$ cat config.mk
export PLATFORM = sky130hd
export DESIGN_NAME = rtch_ctrl
export DESIGN_NICKNAME = d
export VERILOG_FILES = /design/src/rtch_pkg.sv /design/src/rtch_ctrl.sv
export SDC_FILE = /design/constraint.sdc
export NUM_CORES = 1
export LEC_CHECK = 0
export ABC_AREA = 1
export BUFFER_PORTS_ARGS = -buffer_cell sky130_fd_sc_hd__clkbuf_2
export CELL_PAD_IN_SITES_DETAIL_PLACEMENT = 0
export CELL_PAD_IN_SITES_GLOBAL_PLACEMENT = 1
export CORE_MARGIN = 10
export CORE_UTILIZATION = 25
export DETAILED_ROUTE_END_ITERATION = 7
export PLACE_DENSITY_LB_ADDON = 0.1
export SKIP_LAST_GASP = 1
export SLEW_MARGIN = 20
export SYNTH_ARGS = -nofsm -noshare
export SYNTH_HDL_FRONTEND = slang
export SYNTH_SLANG_ARGS = --single-unit
$ cat constraint.sdc
create_clock -name clk -period 2.8 [get_ports clk]
set_clock_uncertainty 0.2 [all_clocks]
set_input_delay 0.14 -clock clk [delete_from_list [all_inputs] [get_ports clk]]
set_output_delay 0.14 -clock clk [all_outputs]
set_load 0.05 [all_outputs]
$ cat src/rtch_pkg.sv
// ---------------------------------------------------------------------------
// rtch_pkg: shared types and constants of the ray/triangle closest-hit engine
// Controller states, datapath command and status groups, operand codes and
// the multiply-accumulate program that the controller steps through.
// ---------------------------------------------------------------------------
`default_nettype none

package rtch_pkg;

  localparam int DEF_MAX_TRIANGLES = 256;
  localparam int DEF_FRAC_BITS     = 16;
  localparam int WORDS_PER_TRI     = 9;

  localparam logic signed [31:0] Q_MAX = 32'sh7FFF_FFFF;
  localparam logic signed [31:0] Q_MIN = 32'sh8000_0000;

  // Request codes.
  localparam logic REQ_LOAD  = 1'b0;
  localparam logic REQ_TRACE = 1'b1;

  // Register index of triangle_count, as decoded from paddr[2].
  localparam logic CFG_TRI_COUNT = 1'b0;

  // Divider target select.
  localparam logic [1:0] DIV_T = 2'd0;
  localparam logic [1:0] DIV_U = 2'd1;
  localparam logic [1:0] DIV_V = 2'd2;

  // Sequencer counter end values (include the multiplier drain).
  localparam logic [4:0] LOAD_LAST  = 5'd8;
  localparam logic [4:0] FETCH_LAST = 5'd9;
  localparam logic [4:0] FETCH_RDS  = 5'd9;
  localparam logic [4:0] MUL_LAST   = 5'd31;
  localparam logic [4:0] POINT_LAST = 5'd4;

  typedef enum logic [3:0] {
    S_IDLE, S_LOAD, S_TR_START, S_FETCH, S_MUL, S_CHECK,
    S_DIV_START, S_DIV_WAIT, S_TEST, S_POINT, S_NEXT, S_DONE
  } state_t;

  typedef enum logic [5:0] {
    OP_ZERO,
    OP_ORG0, OP_ORG1, OP_ORG2,
    OP_DIR0, OP_DIR1, OP_DIR2,
    OP_NDIR0, OP_NDIR1, OP_NDIR2,
    OP_E0_0, OP_E0_1, OP_E0_2,
    OP_E1_0, OP_E1_1, OP_E1_2,
    OP_SP0, OP_SP1, OP_SP2,
    OP_C01_0, OP_C01_1, OP_C01_2,
    OP_CS1_0, OP_CS1_1, OP_CS1_2,
    OP_C0S_0, OP_C0S_1, OP_C0S_2,
    OP_DET, OP_NT, OP_NU, OP_NV, OP_T,
    OP_BX, OP_BY, OP_BZ
  } opnd_t;

  // One multiply-accumulate step: acc = (first ? sc : acc) +/- sat(sa*sb).
  typedef struct packed {
    logic  valid;
    opnd_t sa;
    opnd_t sb;
    opnd_t sc;
    logic  first;
    logic  sub;
    logic  last;
    opnd_t dst;
  } mop_t;

  typedef struct packed {
    logic       capture;
    logic       wr;
    logic       rd;
    logic [3:0] k;
    mop_t       mop;
    logic       tr_init;
    logic       div_start;
    logic [1:0] div_sel;
    logic       test;
    logic       next;
    logic       finish;
  } cmd_t;

  typedef struct packed {
    logic n_zero;
    logic tri_last;
    logic det_zero;
    logic div_done;
    logic accept;
    logic out_free;
  } sts_t;

  function automatic logic signed [31:0] sat32(input logic signed [63:0] x);
    if (x > 64'(Q_MAX)) return Q_MAX;
    if (x < 64'(Q_MIN)) return Q_MIN;
    return x[31:0];
  endfunction

  function automatic mop_t mk(input opnd_t a, input opnd_t b, input opnd_t c,
                              input logic first, input logic sub,
                              input logic last, input opnd_t dst);
    mop_t m;
    m.valid = 1'b1;
    m.sa    = a;
    m.sb    = b;
    m.sc    = c;
    m.first = first;
    m.sub   = sub;
    m.last  = last;
    m.dst   = dst;
    return m;
  endfunction

  // Cross products c01 = e0 x e1, cs1 = sp x e1, c0s = e0 x sp, then the
  // four dot products det, t, u and v numerators.
  function automatic mop_t mul_prog(input logic [4:0] s);
    case (s)
      5'd0:  return mk(OP_E0_1, OP_E1_2, OP_ZERO, 1'b1, 1'b0, 1'b0, OP_ZERO);
      5'd1:  return mk(OP_E0_2, OP_E1_1, OP_ZERO, 1'b0, 1'b1, 1'b1, OP_C01_0);
      5'd2:  return mk(OP_E0_2, OP_E1_0, OP_ZERO, 1'b1, 1'b0, 1'b0, OP_ZERO);
      5'd3:  return mk(OP_E0_0, OP_E1_2, OP_ZERO, 1'b0, 1'b1, 1'b1, OP_C01_1);
      5'd4:  return mk(OP_E0_0, OP_E1_1, OP_ZERO, 1'b1, 1'b0, 1'b0, OP_ZERO);
      5'd5:  return mk(OP_E0_1, OP_E1_0, OP_ZERO, 1'b0, 1'b1, 1'b1, OP_C01_2);
      5'd6:  return mk(OP_SP1, OP_E1_2, OP_ZERO, 1'b1, 1'b0, 1'b0, OP_ZERO);
      5'd7:  return mk(OP_SP2, OP_E1_1, OP_ZERO, 1'b0, 1'b1, 1'b1, OP_CS1_0);
      5'd8:  return mk(OP_SP2, OP_E1_0, OP_ZERO, 1'b1, 1'b0, 1'b0, OP_ZERO);
      5'd9:  return mk(OP_SP0, OP_E1_2, OP_ZERO, 1'b0, 1'b1, 1'b1, OP_CS1_1);
      5'd10: return mk(OP_SP0, OP_E1_1, OP_ZERO, 1'b1, 1'b0, 1'b0, OP_ZERO);
      5'd11: return mk(OP_SP1, OP_E1_0, OP_ZERO, 1'b0, 1'b1, 1'b1, OP_CS1_2);
      5'd12: return mk(OP_E0_1, OP_SP2, OP_ZERO, 1'b1, 1'b0, 1'b0, OP_ZERO);
      5'd13: return mk(OP_E0_2, OP_SP1, OP_ZERO, 1'b0, 1'b1, 1'b1, OP_C0S_0);
      5'd14: return mk(OP_E0_2, OP_SP0, OP_ZERO, 1'b1, 1'b0, 1'b0, OP_ZERO);
      5'd15: return mk(OP_E0_0, OP_SP2, OP_ZERO, 1'b0, 1'b1, 1'b1, OP_C0S_1);
      5'd16: return mk(OP_E0_0, OP_SP1, OP_ZERO, 1'b1, 1'b0, 1'b0, OP_ZERO);
      5'd17: return mk(OP_E0_1, OP_SP0, OP_ZERO, 1'b0, 1'b1, 1'b1, OP_C0S_2);
      5'd18: return mk(OP_NDIR0, OP_C01_0, OP_ZERO, 1'b1, 1'b0, 1'b0, OP_ZERO);
      5'd19: return mk(OP_NDIR1, OP_C01_1, OP_ZERO, 1'b0, 1'b0, 1'b0, OP_ZERO);
      5'd20: return mk(OP_NDIR2, OP_C01_2, OP_ZERO, 1'b0, 1'b0, 1'b1, OP_DET);
      5'd21: return mk(OP_SP0, OP_C01_0, OP_ZERO, 1'b1, 1'b0, 1'b0, OP_ZERO);
      5'd22: return mk(OP_SP1, OP_C01_1, OP_ZERO, 1'b0, 1'b0, 1'b0, OP_ZERO);
      5'd23: return mk(OP_SP2, OP_C01_2, OP_ZERO, 1'b0, 1'b0, 1'b1, OP_NT);
      5'd24: return mk(OP_NDIR0, OP_CS1_0, OP_ZERO, 1'b1, 1'b0, 1'b0, OP_ZERO);
      5'd25: return mk(OP_NDIR1, OP_CS1_1, OP_ZERO, 1'b0, 1'b0, 1'b0, OP_ZERO);
      5'd26: return mk(OP_NDIR2, OP_CS1_2, OP_ZERO, 1'b0, 1'b0, 1'b1, OP_NU);
      5'd27: return mk(OP_NDIR0, OP_C0S_0, OP_ZERO, 1'b1, 1'b0, 1'b0, OP_ZERO);
      5'd28: return mk(OP_NDIR1, OP_C0S_1, OP_ZERO, 1'b0, 1'b0, 1'b0, OP_ZERO);
      5'd29: return mk(OP_NDIR2, OP_C0S_2, OP_ZERO, 1'b0, 1'b0, 1'b1, OP_NV);
      default: return '0;
    endcase
  endfunction

  // Hit point = origin + t * direction.
  function automatic mop_t point_prog(input logic [4:0] s);
    case (s)
      5'd0:    return mk(OP_T, OP_DIR0, OP_ORG0, 1'b1, 1'b0, 1'b1, OP_BX);
      5'd1:    return mk(OP_T, OP_DIR1, OP_ORG1, 1'b1, 1'b0, 1'b1, OP_BY);
      5'd2:    return mk(OP_T, OP_DIR2, OP_ORG2, 1'b1, 1'b0, 1'b1, OP_BZ);
      default: return '0;
    endcase
  endfunction

endpackage

`default_nettype wire

$ cat src/rtch_ctrl.sv
// ---------------------------------------------------------------------------
// rtch_ctrl: sequencer of the closest-hit engine
// Walks load and trace requests through fetch, multiply, divide, test and
// hit-point phases and drives the datapath with one command group per cycle.
// ---------------------------------------------------------------------------
`default_nettype none

module rtch_ctrl import rtch_pkg::*; (
  input  wire  clk,
  input  wire  rst_n,
  input  wire  in_valid,
  input  wire  in_req_type,
  input  sts_t sts,
  output logic in_ready,
  output cmd_t cmd
);

  state_t     state_r, state_nxt;
  logic [4:0] cnt_r, cnt_nxt;
  logic [1:0] dsel_r, dsel_nxt;

  always_ff @(posedge clk) begin
    if (!rst_n) begin
      state_r <= S_IDLE;
      cnt_r   <= '0;
      dsel_r  <= DIV_T;
    end else begin
      state_r <= state_nxt;
      cnt_r   <= cnt_nxt;
      dsel_r  <= dsel_nxt;
    end
  end

  always_comb begin
    state_nxt = state_r;
    cnt_nxt   = cnt_r;
    dsel_nxt  = dsel_r;
    case (state_r)
      S_IDLE: begin
        if (in_valid) begin
          cnt_nxt   = '0;
          state_nxt = (in_req_type == REQ_LOAD) ? S_LOAD : S_TR_START;
        end
      end
      S_LOAD: begin
        if (cnt_r == LOAD_LAST) state_nxt = S_IDLE;
        else cnt_nxt = cnt_r + 5'd1;
      end
      S_TR_START: begin
        cnt_nxt   = '0;
        state_nxt = sts.n_zero ? S_DONE : S_FETCH;
      end
      S_FETCH: begin
        if (cnt_r == FETCH_LAST) begin
          cnt_nxt   = '0;
          state_nxt = S_MUL;
        end else begin
          cnt_nxt = cnt_r + 5'd1;
        end
      end
      S_MUL: begin
        if (cnt_r == MUL_LAST) state_nxt = S_CHECK;
        else cnt_nxt = cnt_r + 5'd1;
      end
      S_CHECK: begin
        dsel_nxt  = DIV_T;
        state_nxt = sts.det_zero ? S_NEXT : S_DIV_START;
      end
      S_DIV_START: state_nxt = S_DIV_WAIT;
      S_DIV_WAIT: begin
        if (sts.div_done) begin
          if (dsel_r == DIV_V) begin
            state_nxt = S_TEST;
          end else begin
            dsel_nxt  = dsel_r + 2'd1;
            state_nxt = S_DIV_START;
          end
        end
      end
      S_TEST: begin
        cnt_nxt   = '0;
        state_nxt = sts.accept ? S_POINT : S_NEXT;
      end
      S_POINT: begin
        if (cnt_r == POINT_LAST) state_nxt = S_NEXT;
        else cnt_nxt = cnt_r + 5'd1;
      end
      S_NEXT: begin
        cnt_nxt   = '0;
        state_nxt = sts.tri_last ? S_DONE : S_FETCH;
      end
      S_DONE: begin
        if (sts.out_free) state_nxt = S_IDLE;
      end
      default: state_nxt = S_IDLE;
    endcase
  end

  always_comb begin
    cmd      = '0;
    in_ready = 1'b0;
    case (state_r)
      S_IDLE: begin
        in_ready    = 1'b1;
        cmd.capture = in_valid;
      end
      S_LOAD: begin
        cmd.wr = 1'b1;
        cmd.k  = cnt_r[3:0];
      end
      S_TR_START: cmd.tr_init = 1'b1;
      S_FETCH: begin
        cmd.rd = (cnt_r < FETCH_RDS);
        cmd.k  = cnt_r[3:0];
      end
      S_MUL:   cmd.mop = mul_prog(cnt_r);
      S_DIV_START: begin
        cmd.div_start = 1'b1;
        cmd.div_sel   = dsel_r;
      end
      S_TEST:  cmd.test = 1'b1;
      S_POINT: cmd.mop = point_prog(cnt_r);
      S_NEXT:  cmd.next = 1'b1;
      S_DONE:  cmd.finish = sts.out_free;
      default: cmd = '0;
    endcase
  end

  a_div_done_in_wait: assert property (@(posedge clk) disable iff (!rst_n)
    sts.div_done |-> state_r == S_DIV_WAIT)
    else $error("divider finished outside its wait state");

  a_mop_phase: assert property (@(posedge clk) disable iff (!rst_n)
    cmd.mop.valid |-> (state_r == S_MUL || state_r == S_POINT))
    else $error("multiply step issued outside a multiply phase");

  a_finish_free: assert property (@(posedge clk) disable iff (!rst_n)
    cmd.finish |-> sts.out_free)
    else $error("result written over an untaken result");

endmodule

`default_nettype wire

After elaboration in Yosys (flattened, before gate mapping):

Memories as Yosys holds them, arrays and structs flattened. A register that Yosys moved wholly into a read port is not among the register bits.
Index checks and enable logic that the tools add are counted.

* memories: 1
* bits in latches: 0
* bits in registers: 11
* input port bits: 10
* word-level logic and storage cells: 82
* bits in writable memories: 0
* bits in read-only memories: 608
* output and inout bits: 43

Memories
* (no name shown): depth 32, bits a word 19, rd ports 1, clocked after memory_dff 1, wr ports 0, RTL line rtch_pkg.sv:115 `case (s)`

* add/subtract/negate cells: 2
* reductions and logical operators: 9
* muxes and demuxes: 37
* order comparisons: 1
* multipliers: 0
* equal/unequal tests: 29
* bitwise logic cells: 0
* divide/modulo/power cells: 0
* shift-type cells: 0

Operators with widths (number)
* $pmux 28 s3: 1
* $pmux 28 s2: 1
* $mux 4: 12
* $pmux 4 s12: 1
* $mux 5: 7
* $pmux 5 s6: 1
* $ne 2x2->1 const B: 11
* $eq 4x3->1 const B: 4
* $eq 4x4->1 const B: 4
* $eq 5x4->1 const B: 2
* $eq 4x2->1 const B: 2
* $mux 1: 8
* $mux 2: 4
* $reduce_and 7->1: 1
* $reduce_bool 6->1: 1
* $add 5x1->5 const B: 1
* $eq 5x1->1 const B: 1
* $eq 5x2->1 const B: 1
* $eq 5x3->1 const B: 1
* $eq 5x5->1 const B: 1
* $logic_not 5->1: 1
* $lt 5x4->1 const B: 1
* $reduce_and 5->1: 1
* $eq 4x1->1 const B: 1
* 9 further kinds: 9

Longest topological paths before layout:

Gate-level depths: netlist (run 1).

* word-level depth: 6
* gate-level depth with buffers: 20
* mapped depth without buffers: 20

Least setup slack after synthesis (run 1):

OpenSTA, ideal clock, no wires.

* kind: flip-flop to flip-flop
* from: reg state_r[1]
* to: reg (tool-made name)
* stages on the path, launching flop included: 18
* library setup time: 0.112 ns
* path slack: -0.411 ns
* data arrival time: 2.898 ns
* required time: 2.488 ns
* path through: dfxtp_1 -> inv_2 -> nand2_2 -> nor2_1 -> nand2_2 -> nand3_4 -> nor2_8 -> nand2_1 -> nand2_1 -> nand2_1 -> clkinv_1 -> ha_1 -> inv_1 -> nand3_1 -> nand3_1 -> nand2_1 -> nand2_1 -> nand2_1

RTL lines
* from (decl): RTL line rtch_ctrl.sv:18 `state_t state_r, state_nxt;`
* from (signal assigned): RTL line rtch_ctrl.sv:28 `state_r <= state_nxt;`

==> results.cfg, run 1 <==
[status]
status = complete, no violations

[cells_and_area]
nets = 515
syn2layout_area_growth_pct = 33.2
final_cell_area_mm2 = 0.00337
instances_no_fill = 624
fin_util = 0.343
fill_cells = 1122
antenna_cells = 0
final_layout_size_suffix_gt1_frac = 0.340

[floorplanning]
die_width_um = 121
row_count = 36
die-area_mm2 = 0.0145
placeableCoreArea_mm2 = 0.00982
start_util = 0.258
die_h_um = 121
ios = 53

[yosys]
synth_mux_area_frac = 0
synthCells = 409
syn_area_mm2 = 0.00253
synth_ff_type = dfxtp_1
synth-xor-area-share = 0.00346
synth-seq-cells = 29
synth-simple-area-share = 0.465
yosysTopAreaCell = dfxtp_1
synth_top_area_frac = 0.229
synth_top_family_by_area = simple AND/OR/NAND/NOR gates
synth_edf_count = 0
synthAdderAreaFrac = 0.0742
synthTopCellsByArea = dfxtp_1 (23%), nand2_1 (18%), ha_1 (7.4%)
synth.yosys.seq_area_share = 0.229
synth_warnings = 0
syn-mean-instance-area_um2 = 6.19
async_reset_ff_frac = 0
synth_compound_area_frac = 0.0856
synth_cell_types = 42

[detailed_routing]
vias = 2717
initialDrtViolationCount = 184
final_antenna_net_count = 0
drc = 0
vias_per_cell = 4.35
wl_um = 8220
first_pass_iters = 4
drt-wirelength-per-cell_um = 13.2

[setup_path]
reg2reg_slack_ps = 210
critPathCaptureType = flip-flop
crit_fanout = 6
reg2reg_from = cnt_r[1]$_SDFFE_PN0N_
cp.required_ps = 2780
cp-start-kind = flip-flop
cp_data_arrival_time_ps = 2570
critical_path_class = reg2reg
r2r_cells = 20
crit_path_start = cnt_r[1]$_SDFFE_PN0N_

[power]
p_total_uw = 2510
leakagePower_uw = 0.00182
power-per-cell-area_mw_per_mm2 = 745
peakVddDrop_mv = 0.240

[place]
port_buffers = 47
gp_routability_congestion = 0.836
dpl-instance-area_mm2 = 0.00311
dpl.hpwl_um = 6870
dp_cells = 613

[grt]
track_usage = 0.115
grt_pass1_wl_um = 13800
grt_pass1_vias = 2697
overflow = 0
grt_max_degree = 17
antenna_found_initial = 0

[cts]
cts-htree-levels = 2
clockRootBuffer = clkbuf_8
tritoncts.num_buffers = 5
clkLatencyLatePin_ps = 280
cts_tree = yes
clk_pin_slew_ps = 70
cts.sinks = 29
cts_buffer_depth = 2
hold_buffers = 0

[timing]
hold_viol_final = 0
fin_crit_ps = 2590
slew_viol_final = 0
period_share = 0.926
fmax_mhz = 386
setup_viol = 0

[worst_hold_path]
hp-start = sts[4]
hp-class = in2reg

[job]
maxCapViolations = 0
## area by class of cell
type                    count  area [um2]  share of cell area
clock inverters             3        65.1              0.0193
multi-input cells         309        1720               0.510
well taps                 133         166              0.0494
inverters                  57         219              0.0650
flip-flops and latches     29         589               0.175
clock buffers               5        68.8              0.0204
repair buffers             88         543               0.161
## cells in the mapped netlist, drive strengths merged, types with 3 or more instances
| library cell | n |
|---|---|
| a21oi | 10 |
| nor2 | 54 |
| buf | 15 |
| o21ai | 18 |
| dfxtp | 29 |
| nand3 | 42 |
| nor3 | 7 |
| ha | 15 |
| nand4 | 7 |
| nand2 | 136 |
| clkbuf | 3 |
| inv | 56 |
## how the worst min path moves through the flow
stage | end | slack [ps] | cells after the start
floorplan | state_r[3]$_SDFFE_PN0P_ | 200 | 4
global placement | dsel_r[1]$_SDFFE_PN0P_ | 280 | 2
detailed placement | dsel_r[1]$_SDFFE_PN0P_ | 290 | 2
CTS | state_r[3]$_SDFFE_PN0P_ | 20 | 5
global route | state_r[3]$_SDFFE_PN0P_ | 30 | 5
finish | state_r[3]$_SDFFE_PN0P_ | 30 | 5
## worst max-delay path, stage by stage, from the launching register on
cell	delay [ps]
dfxtp_4	360
ha_4	160
nand2_1	70
nor2_1	50
ha_2	170
nand3_2	80
nand3_4	120
nor2_8	170
nand2_1	100
nand2_2	90
nand2_2	80
buf_4	160
ha_2	190
nor2_2	100
inv_1	60
nand2_2	80
nand2_1	60
nand2_1	50
nand2_1	50
nand2_1	50
nand2_1	50
## power breakdown
part           internal (uW)  total, uW  switching (uW)
clock network            353        527             173
logic                    471       1410             934
registers                511        580            69.3
## logic make-up (layout without fill, tap and decap cells)
group / after synthesis / count (layout)
AOI/OAI and AO/OA: 37 / 37
xor gates and xnor gates: 1 / 1
adders and majority gates: 15 / 15
buffers and inverters: 75 / 153
DFF: 29 / 29
other: 1 / 5
and+or+nand+nor: 251 / 251
## what timing repair did
item	4_1_cts	5_1_grt
pin swaps	0	8
gates resized for setup	3	30
buffers inserted	0	3
endpoints found under the setup margin	2	19
## routing by layer
| metal | GRT usage | part of all wire |
|---|---|---|
| met5 | 0 | 0 |
| met4 | 0.0271 | 0.011 |
| met3 | 0.0237 | 0.050 |
| met2 | 0.177 | 0.43 |
| met1 | 0.161 | 0.51 |
## placed cells by master (no fill, tap or decap), types with 2 or more instances in the layout
master and instances:
nor2_4 4, o21ai_0 6, nand2_4 4, clkbuf_2 47
inv_2 11, a21oi_1 9, dfxtp_1 26, nand2_1 114
conb_1 5, nor2_2 8, o21ai_1 11, ha_2 5
nand4_1 7, clkbuf_8 5, ha_1 8, inv_4 2
ha_4 2, inv_1 44, nor3_1 7, nand3_2 6
nand3_4 2, bufinv_16 2, dfxtp_4 2, nand2_2 18
buf_4 41, nor2_1 41, nand3_1 34
## metrics by stage
step / TNS, ps / hold slack (ps) / setup slack [ps]
floorplan: 0 / 200 / 9.24
global placement: 0 / 280 / 16.4
detailed placement: 0 / 285 / 15.5
CTS: -11.1 / 20.0 / -11.1
global route: -11.1 / 27.9 / -11.1
finish: 0 / 26.7 / 206
(Power assumes the default switching activity.)
==> run 2, diff against run 1 <==
==> constraint.sdc (replaced) <==
create_clock -name clk -period 2.8 [get_ports clk]
set_clock_uncertainty 0.2 [all_clocks]
set_input_delay 0.14 -clock clk [delete_from_list [all_inputs] [get_ports clk]]
set_output_delay 0.14 -clock clk [all_outputs]
set_load 0.02 [all_outputs]
==> results.cfg, run 2 (synthesis gave the netlist of run 1 again) <==
[cts]
cts_tree = yes
tritoncts.num_buffers = 5
clkLatencyLatePin_ps = 280
clk_pin_slew_ps = 70
clockRootBuffer = clkbuf_8
cts-htree-levels = 2
hold_buffers = 0
cts.sinks = 29
cts_buffer_depth = 2

[status]
status = complete, no violations

[timing]
setup_viol = 0
period_share = 0.935
setup_tns_ps = 0
slew_viol_final = 0
hold_slack_ps = 19.2
fmax_mhz = 382
fin_crit_ps = 2620
hold_viol_final = 0

[place]
dpl-instance-area_mm2 = 0.00313
dp_cells = 618
dpl.hpwl_um = 7120
port_buffers = 47
gp_routability_congestion = 0.832

[setup_path]
reg2reg_slack_ps = 180
critical_path_class = reg2reg
r2r_cells = 17
crit_path_top_delay_cell = dfxtp_2
critPathCaptureType = flip-flop
cp-start-kind = flip-flop
reg2reg_from = cnt_r[1]$_SDFFE_PN0N_
path_cells = inv_1 -> ha_2 -> nand2_1 -> nor2_2 -> nand2_1 -> nand2_4 -> nor2_8 -> nand2_1 -> nand2_1 -> nand2_4 -> inv_4 -> buf_4 -> ha_1 -> nand3_1 -> nand2_1 -> nand2_1 -> nand3_1
crit_fanout = 6
crit_top_cell = nand2_1
cp.required_ps = 2750
slowest_delay_ps = 340
cp_data_arrival_time_ps = 2570

[grt]
antenna_found_initial = 0
grt_pass1_vias = 2750
grt_pass1_wl_um = 14100
grt_max_degree = 17
track_usage = 0.117
overflow = 0

[floorplanning]
row_count = 36
die_width_um = 121
die_h_um = 121
start_util = 0.258
ios = 53
placeableCoreArea_mm2 = 0.00982
die-area_mm2 = 0.0145

[cells_and_area]
final_layout_size_suffix_gt1_frac = 0.337
fill_cells = 1125
layout_common_cells = nand2_1 (115), clkbuf_2 (47), inv_1 (45), buf_4 (45), nor2_1 (42)
final_cell_area_mm2 = 0.00341
antenna_cells = 0
fin_util = 0.348
instances_no_fill = 628
syn2layout_area_growth_pct = 35.0
final_common_cell = nand2_1
nets = 519

[detailed_routing]
drc = 0
first_pass_iters = 4
final_antenna_net_count = 0
vias = 2802
wl_um = 8550
drt-wirelength-per-cell_um = 13.6
vias_per_cell = 4.46
initialDrtViolationCount = 165

[worst_hold_path]
hp-start = sts[4]
min_to = state_r[3]$_SDFFE_PN0P_
hp-class = in2reg
hold_depth = 5

[power]
peakVddDrop_mv = 0.190
leakagePower_uw = 0.00185
power-per-cell-area_mw_per_mm2 = 712

[job]
maxCapViolations = 0
run 2: changes by cell type in the layout (fill, tap and decap cells not counted), sizes merged:
cell | previous run | this run
buf | 41 | 45
run 2: power by group:
part / internal, uW / switching [uW]
sequential: 512 / 76.4
clock: 353 / 173
combinational: 492 / 825
run 2: cell type report:
cell class	instances	area [um2]	share of cell area
clock buffers	5	68.8	0.0202
clock inverters	3	65.1	0.0191
inverters	57	219	0.0641
multi-input cells	309	1730	0.508
flip-flops and latches	29	588	0.172
well taps	133	166	0.0487
repair buffers	92	573	0.168
run 2: worst max-delay path: cells and delay by family (launching register included):
kind,cells,cell delay [ps]
adder cells (fa/ha/maj),2,430
buffers and inverters,3,320
flip-flops,1,340
AND/OR/NAND/NOR,12,1190
run 2: worst max-delay path by stage:
| stage | startpoint | to | slack (ps) | depth (start not counted) |
|---|---|---|---|---|
| floorplan | cnt_r[0]$_SDFFE_PN0N_ | flip-flop | 20 | 17 |
| global placement | cnt_r[0]$_SDFFE_PN0N_ | flip-flop | 60 | 14 |
| detailed placement | cnt_r[0]$_SDFFE_PN0N_ | flip-flop | 40 | 17 |
| CTS | cnt_r[0]$_SDFFE_PN0N_ | flip-flop | 10 | 17 |
| global route | cnt_r[0]$_SDFFE_PN0N_ | flip-flop | -0.2 | 19 |
| finish | cnt_r[1]$_SDFFE_PN0N_ | flip-flop | 180 | 17 |
run 2: timing repair:
item / in CTS / in global routing
endpoints found under the setup margin: 4 / 19
resized for setup: 1 / 34
setup buffers: 0 / 2
pin swaps: 0 / 9
run 2: layer usage:
metal	GRT usage	vias up	routed length [um]
li1	-	1451	-
met1	0.161	1276	4330
met3	0.0191	5	395
met5	0	-	0
met2	0.187	70	3740
met4	0.0256	0	84
run 2: metrics by stage:
step / total power, uW / worst slack (ps)
finish: 2430 / 183
global route: 2650 / -0.168
CTS: 2370 / 15.0
detailed placement: 1830 / 37.8
global placement: 1850 / 55.6
floorplan: 1430 / 20.0
